===== src/rtl/core/ufp_pkg.sv =====
// shared types, codes and layout constants of the update frame parser
package ufp_pkg;

  // string length caps (exclusive upper bound)
  localparam int unsigned BOARD_ID_CAP     = 32;
  localparam int unsigned PARTITION_ID_CAP = 32;
  localparam int unsigned VERSION_CAP      = 32;

  // configuration register indexes
  localparam logic [2:0] REG_PROTOCOL_VERSION = 3'd0;
  localparam logic [2:0] REG_BEGIN_OPCODE     = 3'd1;
  localparam logic [2:0] REG_DATA_OPCODE      = 3'd2;
  localparam logic [2:0] REG_FINISH_OPCODE    = 3'd3;
  localparam logic [2:0] REG_ABORT_OPCODE     = 3'd4;
  localparam logic [2:0] REG_STATUS_OPCODE    = 3'd5;
  localparam logic [2:0] REG_MAX_FRAME_LEN    = 3'd6;
  localparam logic [2:0] REG_MAX_SIG_LEN      = 3'd7;

  // field tags
  localparam logic [3:0] TAG_NONE      = 4'd0;
  localparam logic [3:0] TAG_SESSION   = 4'd1;
  localparam logic [3:0] TAG_MANIFEST0 = 4'd2;
  localparam logic [3:0] TAG_HASH      = 4'd6;
  localparam logic [3:0] TAG_BOARD     = 4'd7;
  localparam logic [3:0] TAG_PARTITION = 4'd8;
  localparam logic [3:0] TAG_VERSION   = 4'd9;
  localparam logic [3:0] TAG_SIG_LEN   = 4'd10;
  localparam logic [3:0] TAG_SIG       = 4'd11;
  localparam logic [3:0] TAG_OFFSET    = 4'd12;
  localparam logic [3:0] TAG_DATA      = 4'd13;

  // command kinds
  localparam logic [2:0] KIND_BEGIN  = 3'd0;
  localparam logic [2:0] KIND_DATA   = 3'd1;
  localparam logic [2:0] KIND_FINISH = 3'd2;
  localparam logic [2:0] KIND_ABORT  = 3'd3;
  localparam logic [2:0] KIND_STATUS = 3'd4;

  // frame layout positions
  localparam logic [8:0] POS_VERSION    = 9'd0;
  localparam logic [8:0] POS_OPCODE     = 9'd1;
  localparam logic [8:0] POS_SESSION_HI = 9'd9;
  localparam logic [8:0] POS_BODY       = 9'd10;
  localparam logic [8:0] POS_OFFSET_HI  = 9'd13;
  localparam logic [8:0] POS_DATA       = 9'd14;
  localparam logic [8:0] POS_HASH       = 9'd26;
  localparam logic [8:0] POS_BOARD_LEN  = 9'd58;
  localparam logic [8:0] POS_PART_LEN   = 9'd59;
  localparam logic [8:0] POS_VER_LEN    = 9'd60;
  localparam logic [8:0] POS_SIG_LEN    = 9'd61;
  localparam logic [8:0] POS_STRINGS    = 9'd62;

  localparam logic [8:0] LEN_MIN        = 9'd10;
  localparam logic [8:0] LEN_DATA_MIN   = 9'd14;
  localparam logic [7:0] SIG_LEN_MIN    = 8'd8;
  localparam logic [8:0] LEN_SATURATE   = 9'h1ff;

  // printable character window and excluded characters
  localparam logic [7:0] CHAR_LO        = 8'h21;
  localparam logic [7:0] CHAR_HI        = 8'h7e;
  localparam logic [7:0] CHAR_BACKSLASH = 8'h5c;
  localparam logic [7:0] CHAR_EQUALS    = 8'h3d;

  typedef struct packed {
    logic [7:0] protocol_version;
    logic [7:0] begin_opcode;
    logic [7:0] data_opcode;
    logic [7:0] finish_opcode;
    logic [7:0] abort_opcode;
    logic [7:0] status_query_opcode;
    logic [8:0] max_frame_len;
    logic [7:0] max_signature_len;
  } cfg_t;

  typedef struct packed {
    logic        emit;
    logic [3:0]  field_tag;
    logic [63:0] field_value;
    logic        frame_done;
    logic        frame_accepted;
    logic [2:0]  command_kind;
    logic [8:0]  frame_length;
  } res_t;

  function automatic logic char_ok(input logic [7:0] c);
    return (c >= CHAR_LO) && (c <= CHAR_HI) && (c != CHAR_BACKSLASH) && (c != CHAR_EQUALS);
  endfunction

  function automatic logic len_ok(input logic [7:0] n, input logic [8:0] cap);
    return (n != 8'd0) && ({1'b0, n} < cap);
  endfunction

endpackage


===== src/rtl/core/ufp_cfg_regs.sv =====
// configuration register file of the update frame parser
module ufp_cfg_regs
  import ufp_pkg::*;
(
  input  logic       clk,
  input  logic       rst,
  input  logic       cfg_valid,
  output logic       cfg_ready,
  input  logic [2:0] cfg_index,
  input  logic [8:0] cfg_data,
  output cfg_t       cfg
);

  assign cfg_ready = 1'b1;

  always_ff @(posedge clk) begin
    if (rst) begin
      cfg.protocol_version    <= 8'd1;
      cfg.begin_opcode        <= 8'd16;
      cfg.data_opcode         <= 8'd17;
      cfg.finish_opcode       <= 8'd18;
      cfg.abort_opcode        <= 8'd19;
      cfg.status_query_opcode <= 8'd20;
      cfg.max_frame_len       <= 9'd269;
      cfg.max_signature_len   <= 8'd64;
    end else if (cfg_valid) begin
      unique case (cfg_index)
        REG_PROTOCOL_VERSION: cfg.protocol_version    <= cfg_data[7:0];
        REG_BEGIN_OPCODE:     cfg.begin_opcode        <= cfg_data[7:0];
        REG_DATA_OPCODE:      cfg.data_opcode         <= cfg_data[7:0];
        REG_FINISH_OPCODE:    cfg.finish_opcode       <= cfg_data[7:0];
        REG_ABORT_OPCODE:     cfg.abort_opcode        <= cfg_data[7:0];
        REG_STATUS_OPCODE:    cfg.status_query_opcode <= cfg_data[7:0];
        REG_MAX_FRAME_LEN:    cfg.max_frame_len       <= cfg_data;
        REG_MAX_SIG_LEN:      cfg.max_signature_len   <= cfg_data[7:0];
        default:              cfg.max_signature_len   <= cfg.max_signature_len;
      endcase
    end
  end

endmodule


===== src/rtl/core/ufp_parse_core.sv =====
// per-frame parse state and the single-pass field and verdict logic
module ufp_parse_core
  import ufp_pkg::*;
(
  input  logic       clk,
  input  logic       rst,
  input  cfg_t       cfg,
  input  logic       fire,
  input  logic [7:0] in_byte,
  input  logic       end_of_frame,
  output res_t       res
);

  localparam logic [8:0] BOARD_CAP_W = 9'(BOARD_ID_CAP);
  localparam logic [8:0] PART_CAP_W  = 9'(PARTITION_ID_CAP);
  localparam logic [8:0] VER_CAP_W   = 9'(VERSION_CAP);

  logic [8:0]  byte_position, byte_position_next;
  logic [7:0]  opcode_seen, opcode_seen_next;
  logic        reject_flag, reject_flag_next;
  logic [63:0] scalar_accumulator, scalar_accumulator_next;
  logic [7:0]  board_length, board_length_next;
  logic [7:0]  partition_length, partition_length_next;
  logic [7:0]  version_length, version_length_next;
  logic [7:0]  signature_length, signature_length_next;

  function automatic logic [63:0] gather(input logic [63:0] acc, input logic [7:0] b,
                                         input logic [2:0] k);
    if (k == 3'd0) begin
      return {56'd0, b};
    end
    return acc | ({56'd0, b} << {k, 3'b000});
  endfunction

  logic [8:0]  p;
  logic [8:0]  cap;
  logic [9:0]  p_inc;
  logic [8:0]  len;
  logic [8:0]  pm2, pm10, q;
  logic [9:0]  end_board, end_part, end_ver, end_sig;
  logic [10:0] total;
  logic [3:0]  tag;
  logic [63:0] val;
  logic        rule, ok, accepted;
  logic [2:0]  kind;

  always_comb begin
    p     = byte_position;
    cap   = (cfg.max_frame_len == LEN_SATURATE) ? LEN_SATURATE : cfg.max_frame_len + 9'd1;
    p_inc = {1'b0, p} + 10'd1;
    len   = (p_inc > {1'b0, cap}) ? cap : p_inc[8:0];
    pm2   = p - 9'd2;
    pm10  = p - POS_BODY;
    q     = p - POS_STRINGS;

    // running ends of the string and signature sections
    end_board = {2'b00, board_length};
    end_part  = end_board + {2'b00, partition_length};
    end_ver   = end_part + {2'b00, version_length};
    end_sig   = end_ver + {2'b00, signature_length};

    opcode_seen_next        = opcode_seen;
    reject_flag_next        = reject_flag;
    scalar_accumulator_next = scalar_accumulator;
    board_length_next       = board_length;
    partition_length_next   = partition_length;
    version_length_next     = version_length;
    signature_length_next   = signature_length;
    tag = TAG_NONE;
    val = 64'd0;

    priority if (p >= cfg.max_frame_len) begin
      reject_flag_next = 1'b1;
    end else if (p == POS_VERSION) begin
      if (in_byte != cfg.protocol_version) reject_flag_next = 1'b1;
    end else if (p == POS_OPCODE) begin
      opcode_seen_next = in_byte;
      if (in_byte < cfg.begin_opcode || in_byte > cfg.status_query_opcode) begin
        reject_flag_next = 1'b1;
      end
    end else if (p < POS_BODY) begin
      scalar_accumulator_next = gather(scalar_accumulator, in_byte, pm2[2:0]);
      if (p == POS_SESSION_HI) begin
        tag = TAG_SESSION;
        val = scalar_accumulator_next;
        if (scalar_accumulator_next == 64'd0) reject_flag_next = 1'b1;
      end
    end else if (opcode_seen == cfg.begin_opcode) begin
      priority if (p < POS_HASH) begin
        // four little-endian manifest words
        scalar_accumulator_next = gather(scalar_accumulator, in_byte, {1'b0, pm10[1:0]});
        if (pm10[1:0] == 2'd3) begin
          tag = TAG_MANIFEST0 + {2'b00, pm10[3:2]};
          val = {32'd0, scalar_accumulator_next[31:0]};
        end
      end else if (p < POS_BOARD_LEN) begin
        tag = TAG_HASH;
        val = {56'd0, in_byte};
      end else if (p == POS_BOARD_LEN) begin
        board_length_next = in_byte;
      end else if (p == POS_PART_LEN) begin
        partition_length_next = in_byte;
      end else if (p == POS_VER_LEN) begin
        version_length_next = in_byte;
      end else if (p == POS_SIG_LEN) begin
        signature_length_next = in_byte;
        tag = TAG_SIG_LEN;
        val = {56'd0, in_byte};
      end else begin
        priority if ({1'b0, q} < end_board) tag = TAG_BOARD;
        else if ({1'b0, q} < end_part)      tag = TAG_PARTITION;
        else if ({1'b0, q} < end_ver)       tag = TAG_VERSION;
        else if ({1'b0, q} < end_sig)       tag = TAG_SIG;
        else                                tag = TAG_NONE;
        if ((tag == TAG_BOARD || tag == TAG_PARTITION || tag == TAG_VERSION) &&
            !char_ok(in_byte)) begin
          reject_flag_next = 1'b1;
        end
        if (tag != TAG_NONE) val = {56'd0, in_byte};
      end
    end else if (opcode_seen == cfg.data_opcode) begin
      if (p < POS_DATA) begin
        scalar_accumulator_next = gather(scalar_accumulator, in_byte, {1'b0, pm10[1:0]});
        if (p == POS_OFFSET_HI) begin
          tag = TAG_OFFSET;
          val = {32'd0, scalar_accumulator_next[31:0]};
        end
      end else begin
        tag = TAG_DATA;
        val = {56'd0, in_byte};
      end
    end else begin
      tag = TAG_NONE;
    end

    // verdict on the updated frame state
    total = 11'({2'b00, POS_STRINGS}) + {3'b000, board_length_next}
          + {3'b000, partition_length_next} + {3'b000, version_length_next}
          + {3'b000, signature_length_next};
    ok = !reject_flag_next && (len >= LEN_MIN) && (len <= cfg.max_frame_len);
    rule = 1'b0;
    kind = KIND_BEGIN;
    priority if (opcode_seen_next == cfg.begin_opcode) begin
      rule = (len >= POS_STRINGS) && (signature_length_next >= SIG_LEN_MIN) &&
             (signature_length_next <= cfg.max_signature_len) &&
             ({2'b00, len} == total) &&
             len_ok(board_length_next, BOARD_CAP_W) &&
             len_ok(partition_length_next, PART_CAP_W) &&
             len_ok(version_length_next, VER_CAP_W);
      kind = KIND_BEGIN;
    end else if (opcode_seen_next == cfg.data_opcode) begin
      rule = len > LEN_DATA_MIN;
      kind = KIND_DATA;
    end else if (opcode_seen_next == cfg.finish_opcode) begin
      rule = len == LEN_MIN;
      kind = KIND_FINISH;
    end else if (opcode_seen_next == cfg.abort_opcode) begin
      rule = len == LEN_MIN;
      kind = KIND_ABORT;
    end else if (opcode_seen_next == cfg.status_query_opcode) begin
      rule = len == LEN_MIN;
      kind = KIND_STATUS;
    end else begin
      rule = 1'b0;
    end
    accepted = end_of_frame && ok && rule;

    byte_position_next = len;
    if (end_of_frame) begin
      byte_position_next      = 9'd0;
      opcode_seen_next        = 8'd0;
      reject_flag_next        = 1'b0;
      scalar_accumulator_next = 64'd0;
      board_length_next       = 8'd0;
      partition_length_next   = 8'd0;
      version_length_next     = 8'd0;
      signature_length_next   = 8'd0;
    end

    res.emit           = (tag != TAG_NONE) || end_of_frame;
    res.field_tag      = tag;
    res.field_value    = val;
    res.frame_done     = end_of_frame;
    res.frame_accepted = accepted;
    res.command_kind   = accepted ? kind : KIND_BEGIN;
    res.frame_length   = len;
  end

  always_ff @(posedge clk) begin
    if (rst) begin
      byte_position      <= 9'd0;
      opcode_seen        <= 8'd0;
      reject_flag        <= 1'b0;
      scalar_accumulator <= 64'd0;
      board_length       <= 8'd0;
      partition_length   <= 8'd0;
      version_length     <= 8'd0;
      signature_length   <= 8'd0;
    end else if (fire) begin
      byte_position      <= byte_position_next;
      opcode_seen        <= opcode_seen_next;
      reject_flag        <= reject_flag_next;
      scalar_accumulator <= scalar_accumulator_next;
      board_length       <= board_length_next;
      partition_length   <= partition_length_next;
      version_length     <= version_length_next;
      signature_length   <= signature_length_next;
    end
  end

endmodule


===== src/rtl/core/update_frame_parser.sv =====
// top level of the update frame parser: input register, parse core, result register
//
//  channel   | direction | word
//  s_axis    | in        | tdata: in_byte, tlast: end_of_frame
//  m_axis    | out       | tdata: field_value, frame_length; tuser: tag, verdict, kind
//  cfg       | in        | cfg_index selects the register, cfg_data the value
//
// one byte per cycle sustained unless the result side stalls; each word waits in the
// input register; a word that ends a field or a frame leaves via the result register
// the parse core updates its per-frame state once per byte, which sets the rate
// reset clears the frame state, the valid flags and loads the register defaults
// a stalled result holds the result register; the input register still takes a
// word, and further words wait only while both registers are full
module update_frame_parser
  import ufp_pkg::*;
(
  input  logic        clk,
  input  logic        rst,
  // slave side
  input  logic        s_axis_tvalid,
  output logic        s_axis_tready,
  input  logic [7:0]  s_axis_tdata,   // [7:0] in_byte
  input  logic        s_axis_tlast,   // end_of_frame
  // master side
  output logic        m_axis_tvalid,
  input  logic        m_axis_tready,
  output logic [79:0] m_axis_tdata,   // [63:0] field_value, [72:64] frame_length, rest zero
  output logic [7:0]  m_axis_tuser,   // [3:0] field_tag, [4] frame_accepted, [7:5] command_kind
  output logic        m_axis_tlast,   // frame_done
  // configuration writes
  input  logic        cfg_valid,
  output logic        cfg_ready,
  input  logic [2:0]  cfg_index,
  input  logic [8:0]  cfg_data
);

  cfg_t cfg;
  res_t res;

  // input register
  logic       in_valid;
  logic [7:0] in_byte;
  logic       in_last;

  // result register
  logic        out_valid;
  logic [3:0]  out_tag;
  logic [63:0] out_value;
  logic        out_done;
  logic        out_accepted;
  logic [2:0]  out_kind;
  logic [8:0]  out_length;

  logic stage_free;
  logic fire;

  // the result register can take a new word when empty or being drained
  assign stage_free    = !out_valid || m_axis_tready;
  assign fire          = in_valid && stage_free;
  assign s_axis_tready = !in_valid || stage_free;

  ufp_cfg_regs u_cfg (
    .clk       (clk),
    .rst       (rst),
    .cfg_valid (cfg_valid),
    .cfg_ready (cfg_ready),
    .cfg_index (cfg_index),
    .cfg_data  (cfg_data),
    .cfg       (cfg)
  );

  ufp_parse_core u_core (
    .clk          (clk),
    .rst          (rst),
    .cfg          (cfg),
    .fire         (fire),
    .in_byte      (in_byte),
    .end_of_frame (in_last),
    .res          (res)
  );

  // input register: filled on accept, emptied when the core consumes it
  always_ff @(posedge clk) begin
    if (rst) begin
      in_valid <= 1'b0;
    end else if (s_axis_tvalid && s_axis_tready) begin
      in_valid <= 1'b1;
    end else if (fire) begin
      in_valid <= 1'b0;
    end
  end

  always_ff @(posedge clk) begin
    if (s_axis_tvalid && s_axis_tready) begin
      in_byte <= s_axis_tdata;
      in_last <= s_axis_tlast;
    end
  end

  // result register: only bytes that complete a field or close a frame land here
  always_ff @(posedge clk) begin
    if (rst) begin
      out_valid <= 1'b0;
    end else if (stage_free) begin
      out_valid <= fire && res.emit;
    end
  end

  always_ff @(posedge clk) begin
    if (fire && res.emit && stage_free) begin
      out_tag      <= res.field_tag;
      out_value    <= res.field_value;
      out_done     <= res.frame_done;
      out_accepted <= res.frame_accepted;
      out_kind     <= res.command_kind;
      out_length   <= res.frame_length;
    end
  end

  assign m_axis_tvalid = out_valid;
  assign m_axis_tdata  = {7'd0, out_length, out_value};
  assign m_axis_tuser  = {out_kind, out_accepted, out_tag};
  assign m_axis_tlast  = out_done;

endmodule


===== config.mk =====
export PLATFORM = sky130hd
export DESIGN_NAME = update_frame_parser
export DESIGN_NICKNAME = d
export VERILOG_FILES = /design/src/rtl/core/ufp_pkg.sv /design/src/rtl/core/ufp_cfg_regs.sv /design/src/rtl/core/ufp_parse_core.sv /design/src/rtl/core/update_frame_parser.sv
export SDC_FILE = /design/constraint.sdc
export NUM_CORES = 1
export LEC_CHECK = 0
export BUFFER_PORTS_ARGS = -buffer_cell sky130_fd_sc_hd__buf_2
export CAP_MARGIN = 40
export CORE_ASPECT_RATIO = 0.6
export CORE_MARGIN = 5
export CORE_UTILIZATION = 35
export CTS_CLUSTER_SIZE = 8
export DETAILED_ROUTE_END_ITERATION = 10
export PLACE_DENSITY_LB_ADDON = 0.15
export RECOVER_POWER = 100
export SLEW_MARGIN = 20
export SYNTH_ARGS = -nofsm -noshare
export SYNTH_HDL_FRONTEND = slang
export SYNTH_SLANG_ARGS = --single-unit

===== constraint.sdc =====
create_clock -name clk -period 26 [get_ports clk]
set_input_delay 0 -clock clk [delete_from_list [all_inputs] [get_ports clk]]
set_output_delay 0 -clock clk [all_outputs]
set_load 0.02 [all_outputs]

==> results by stage <==
Status:
- The flow ran to the end, but the final reports show violations.
- The checks that failed: max-capacitance violations, max-slew violations.

Clock network:
- The maximum number of buffers from clock root to sink is 3.
- The buffer cell driving the clock tree root is sky130_fd_sc_hd__clkbuf_16.
- Buffers inserted during clock tree synthesis total 40.
- The count of instances resized after the clock tree is built is 0.
- The H-tree was split into 2 levels.
- The number of buffers inserted to repair setup after CTS is 0.
- The clock reaches the later pin of the worst-skew pair after 570 ps.
- The clock edge transition at the registers on the reported setup and hold paths is 50 ps.
- The clock sink count is 272.
- The CTS tree is built.

Critical path:
- The endpoint identified for the worst register-to-register timing path is out_value[8].
- For the worst setup path, the data arrival time is 10730 ps.
- The critical path goes through clkbuf_1 -> inv_1 -> ha_1 -> nand2b_1 -> a2111oi_0 -> o31a_1 -> o211ai_4 -> clkbuf_1 -> a2111oi_0 -> a211o_1 -> nor3_1 -> nor2_1 -> clkbuf_1 -> clkbuf_1.
- The number of gates on the worst path with buffers counted is 14.
- The number of buffers and inverters on the critical path is 5.
- In this design, the stage delay of the slowest critical-path cell is 2340 ps.
- For the worst setup path, the data required time is 26100 ps.
- The launching element of the worst setup path is u_core.byte_position[0].
- STA classifies the critical path endpoint as a register.
- The worst setup path is of the reg -> reg kind.
- The most critical setup path has its endpoint at out_value[8].
- Among cell families on the critical path, the largest total delay comes from buffers and inverters.
- The cell type with the highest occurrence count on the critical path is sky130_fd_sc_hd__clkbuf_1.
- The worst register-to-register path has a setup slack of 15370 ps.
- The cell depth of the worst flop-to-flop path is 14.
- The startpoint identified for the worst register-to-register timing path is u_core.byte_position[0].
- The cell type of the slowest stage on the worst timing path is sky130_fd_sc_hd__clkbuf_1.
- The top fanout value on the critical path is 57.
- STA classifies the critical path startpoint as a register.

STA:
- For the pin with the worst max-slew slack, the measured transition is 3670 ps.
- The max-slew violation count is 285.
- The tightest slew margin relative to the limit is -1.44.
- The final-layout setup total negative slack is 0 ps.
- Setup repair after global routing left no endpoint under its margin.
- The final count of hold timing violations is 0.
- The achievable frequency is 94.0 MHz.
- The worst hold slack across all endpoints is 41.2 ps.
- On the final layout, the worst clock skew is 42.5 ps.
- Setup violations remaining at the end of the flow were counted as 0.
- The worst path in the final design needs a cycle of 10630 ps, including I/O delays and setup.
- The post-route fraction of the period consumed by the critical path is 0.409.

Placed design:
- The placed instances occupy a cell area of 0.0197 sq mm.
- Summed over all nets, the half-perimeter wirelength after detailed placement is 50.8 mm.
- The final estimated routing congestion in global placement is 1.01.
- In this run the tool buffered the top-level ports with 109 buffer cells.

Routing:
- In the routed design, unresolved DRC markers number 0.
- The antenna violation net count after detailed routing is 0.
- The first-pass iteration count of the detailed router is 7.
- In the routed layout, each cell is associated on average with a via count of 5.80.
- The detailed router finished its first iteration with 2361 violations.
- The overall routed net length is 70.0 mm.
- The total number of vias is 17.5k.
- The detailed-route wire length per cell is 23.2 um.

Floorplanning:
- The core outline area is 0.0524 sq mm.
- The die footprint is 0.0576 sq mm.
- In this run the vertical extent of the chip is 188 um.
- The initial utilization of the core area, before any placement, comes to 0.353.
- Row generation in the floorplan step produced 65 rows.
- In this run the count of I/O pins placed on the die edge is 118.
- The die is 307 um wide.

Synth:
- The flip-flop and latch count after synthesis is 272.
- The synthesized cell area is 0.0185 sq mm.
- The count of yosys warnings during synthesis is 0.
- The count of distinct cell types in the synthesized netlist is 95.
- Synthesis produced 2203 cells.
- The share of flip-flops with an asynchronous set or reset after synthesis is 0.
- The part of the Yosys area used for sequential elements is 0.344.
- The synthesized area divided by synthesized cell count is 8.38 sq um.
- Yosys mapped a number of flops with a built-in enable equal to 91.
- The main flop type after synthesis is sky130_fd_sc_hd__dfxtp_1.

Job:
- Max-cap violations in this run came to 7.

Power and ir drop:
- The analysis attributes to cell leakage a power of 0.00815 uW.
- Across the VDD grid, the largest voltage drop is 0.0000450 V.
- The power density over cell area is 49.7 mW/mm^2.

Layout:
- The fraction of final layout cells sized beyond drive strength 1 is 0.0612.
- The area growth from synthesis to layout is 13.5%.
- At the end of the flow, the number of nets in the layout was 2463.
- The number of inserted diodes is 0.
- After routing the design area is 0.0210 sq mm.

Global route:
- The met3 usage is 0.0702.
- The pin count of the biggest net entering global routing is 80.
- After global routing, the most crowded layer is met1.
- The number of antenna violations at the first check in global routing came to 1.
- The first global-routing pass estimated 104 mm of wire.
- The via count of the first global-routing pass came to 16.1k.
- In the global route stage, met2 resource usage came out at 0.308.
- Global routing finished with a remaining overflow of 0.
- The met1 usage in global routing is 0.369.
- Across every metal layer, demand over resource in global routing totals 0.232.

Worst hold path:
- In this run the worst hold path is classified as in -> reg.
-- routing by layer --
| metal | vias to the layer above | share of wire |
|---|---|---|
| met5 | - | 0.00016 |
| met2 | 831 | 0.38 |
| met4 | 2 | 0.013 |
| li1 | 8162 | - |
| met1 | 8435 | 0.49 |
| met3 | 84 | 0.11 |
-- layout make-up --
type	count	area (sq um)
inverters	97	364
clock inverters	5	78.8
well taps	703	880
clock buffers	61	1080
multi-input cells	1691	11100
fillers	5351	31400
repair buffers	193	1120
flip-flops and latches	272	6360
-- registers in the layout, summed over array words and instances (netlist names), 3 cells and up --
name,flops
u_cfg.cfg,65
out_tag,4
out_length,9
u_core.byte_position,9
u_core.opcode_seen,8
in_byte,8
out_kind,3
u_core.signature_length,8
out_value,64
u_core.board_length,8
u_core.scalar_accumulator,64
u_core.partition_length,8
u_core.version_length,8
-- kinds of logic after synthesis --
kind of cell             Yosys count  share of synthesized area
AO/OA/AOI/OAI                    593                      0.209
buffers and inverters            246                     0.0547
flip-flops                       272                      0.344
adder cells (fa/ha/maj)          143                      0.104
XOR/XNOR                          89                     0.0422
other                              2                   0.000407
multiplexers                      56                     0.0317
AND/OR/NAND/NOR                  802                      0.213
-- power by group --
group | internal, uW | switching (uW) | total, uW
Clock | 287 | 213 | 500
Sequential | 447 | 5.59 | 452
Combinational | 25.3 | 63.9 | 89.2
Total | 759 | 283 | 1040
-- layout by cell type (no fill, tap or decap), types with 10 or more instances in the layout --
cell	synthesis	routed
sky130_fd_sc_hd__a211o_1	16	16
sky130_fd_sc_hd__a211oi_1	13	13
sky130_fd_sc_hd__a21o_1	24	24
sky130_fd_sc_hd__a21oi_1	224	224
sky130_fd_sc_hd__a22o_1	13	13
sky130_fd_sc_hd__a22oi_1	56	56
sky130_fd_sc_hd__a31oi_1	31	31
sky130_fd_sc_hd__a41oi_1	14	14
sky130_fd_sc_hd__and2_1	12	10
sky130_fd_sc_hd__and3_1	57	57
sky130_fd_sc_hd__buf_2	19	23
sky130_fd_sc_hd__buf_4	12	29
sky130_fd_sc_hd__clkbuf_1	104	125
sky130_fd_sc_hd__clkbuf_16	0	40
sky130_fd_sc_hd__dfxtp_1	181	181
sky130_fd_sc_hd__dlygate4sd3_1	0	26
sky130_fd_sc_hd__edfxtp_1	91	91
sky130_fd_sc_hd__fa_1	19	19
sky130_fd_sc_hd__ha_1	123	123
sky130_fd_sc_hd__inv_1	97	97
sky130_fd_sc_hd__mux2_1	0	10
sky130_fd_sc_hd__mux2i_1	42	42
sky130_fd_sc_hd__nand2_1	167	167
sky130_fd_sc_hd__nand2b_1	19	20
sky130_fd_sc_hd__nand3_1	35	34
sky130_fd_sc_hd__nand4_1	24	24
sky130_fd_sc_hd__nor2_1	282	280
sky130_fd_sc_hd__nor2b_1	23	23
sky130_fd_sc_hd__nor3_1	83	83
sky130_fd_sc_hd__nor4_1	33	33
sky130_fd_sc_hd__o211ai_1	16	16
sky130_fd_sc_hd__o21a_1	25	25
sky130_fd_sc_hd__o21ai_0	71	73
sky130_fd_sc_hd__o31ai_1	10	10
sky130_fd_sc_hd__or4_1	9	10
sky130_fd_sc_hd__xnor2_1	45	45
sky130_fd_sc_hd__xor2_1	44	44
-- synthesized netlist by cell type (10+ instances only) --
cell type	instances	area, sq um
sky130_fd_sc_hd__o211ai_1	16	120
sky130_fd_sc_hd__a21o_1	24	180
sky130_fd_sc_hd__a22oi_1	56	420
sky130_fd_sc_hd__a21oi_1	224	1120
sky130_fd_sc_hd__mux2_2	12	135
sky130_fd_sc_hd__a41oi_1	14	123
sky130_fd_sc_hd__nor2b_1	23	144
sky130_fd_sc_hd__o21ai_0	71	355
sky130_fd_sc_hd__a31oi_1	31	194
sky130_fd_sc_hd__a211oi_1	13	97.6
sky130_fd_sc_hd__and2_1	12	75.1
sky130_fd_sc_hd__mux2i_1	42	420
sky130_fd_sc_hd__o31ai_1	10	75.1
sky130_fd_sc_hd__xnor2_1	45	394
sky130_fd_sc_hd__nor2_1	282	1060
sky130_fd_sc_hd__a211o_1	16	140
sky130_fd_sc_hd__buf_4	12	90.1
sky130_fd_sc_hd__ha_1	123	1540
sky130_fd_sc_hd__nand2_1	167	627
sky130_fd_sc_hd__clkbuf_1	104	390
sky130_fd_sc_hd__xor2_1	44	385
sky130_fd_sc_hd__nor3_1	83	415
sky130_fd_sc_hd__edfxtp_1	91	2730
sky130_fd_sc_hd__nand4_1	24	150
sky130_fd_sc_hd__a22o_1	13	114
sky130_fd_sc_hd__and3_1	57	357
sky130_fd_sc_hd__dfxtp_1	181	3620
sky130_fd_sc_hd__nor4_1	33	206
sky130_fd_sc_hd__nand3_1	35	175
sky130_fd_sc_hd__nand2b_1	19	119
sky130_fd_sc_hd__inv_1	97	364
sky130_fd_sc_hd__fa_1	19	380
sky130_fd_sc_hd__buf_2	19	95.1
sky130_fd_sc_hd__o21a_1	25	188
-- per-stage QoR --
step | setup slack (ps) | utilization | total power [uW] | std cells
2_1_floorplan | 17600 | - | 515 | 2209
3_3_place_gp | 18460 | 0.374 | 545 | 2908
3_5_place_dp | 18330 | 0.377 | 548 | 2922
4_1_cts | 18320 | 0.404 | 1050 | 3014
5_1_grt | 14440 | 0.400 | 1080 | 3022
6_report | 15370 | 0.400 | 1040 | 3022
-- worst min path at each step --
stage	from	end	slack [ps]	depth (start not counted)
2_1_floorplan	s_axis_tdata[0]	in_byte[0]	100	0
4_1_cts	cfg_valid	u_cfg.cfg[57]	20	5
6_report	cfg_index[2]	u_cfg.cfg[20]	40	5
3_5_place_dp	s_axis_tdata[7]	in_byte[7]	180	1
3_3_place_gp	s_axis_tlast	in_last	180	1
5_1_grt	cfg_index[2]	u_cfg.cfg[20]	50	5
-- worst register-to-register path, stage by stage, from the launching register on --
cell	delay, ps
sky130_fd_sc_hd__dfxtp_1	300
sky130_fd_sc_hd__clkbuf_1	1220
sky130_fd_sc_hd__inv_1	560
sky130_fd_sc_hd__ha_1	430
sky130_fd_sc_hd__nand2b_1	140
sky130_fd_sc_hd__a2111oi_0	740
sky130_fd_sc_hd__o31a_1	530
sky130_fd_sc_hd__o211ai_4	90
sky130_fd_sc_hd__clkbuf_1	780
sky130_fd_sc_hd__a2111oi_0	800
sky130_fd_sc_hd__a211o_1	250
sky130_fd_sc_hd__nor3_1	60
sky130_fd_sc_hd__nor2_1	1160
sky130_fd_sc_hd__clkbuf_1	710
sky130_fd_sc_hd__clkbuf_1	2340
-- repair_timing --
item	CTS	global route
endpoints found under the hold margin	97	0
endpoints found under the setup margin	0	0
hold buffers	26	0
(Power assumes the default switching activity.)
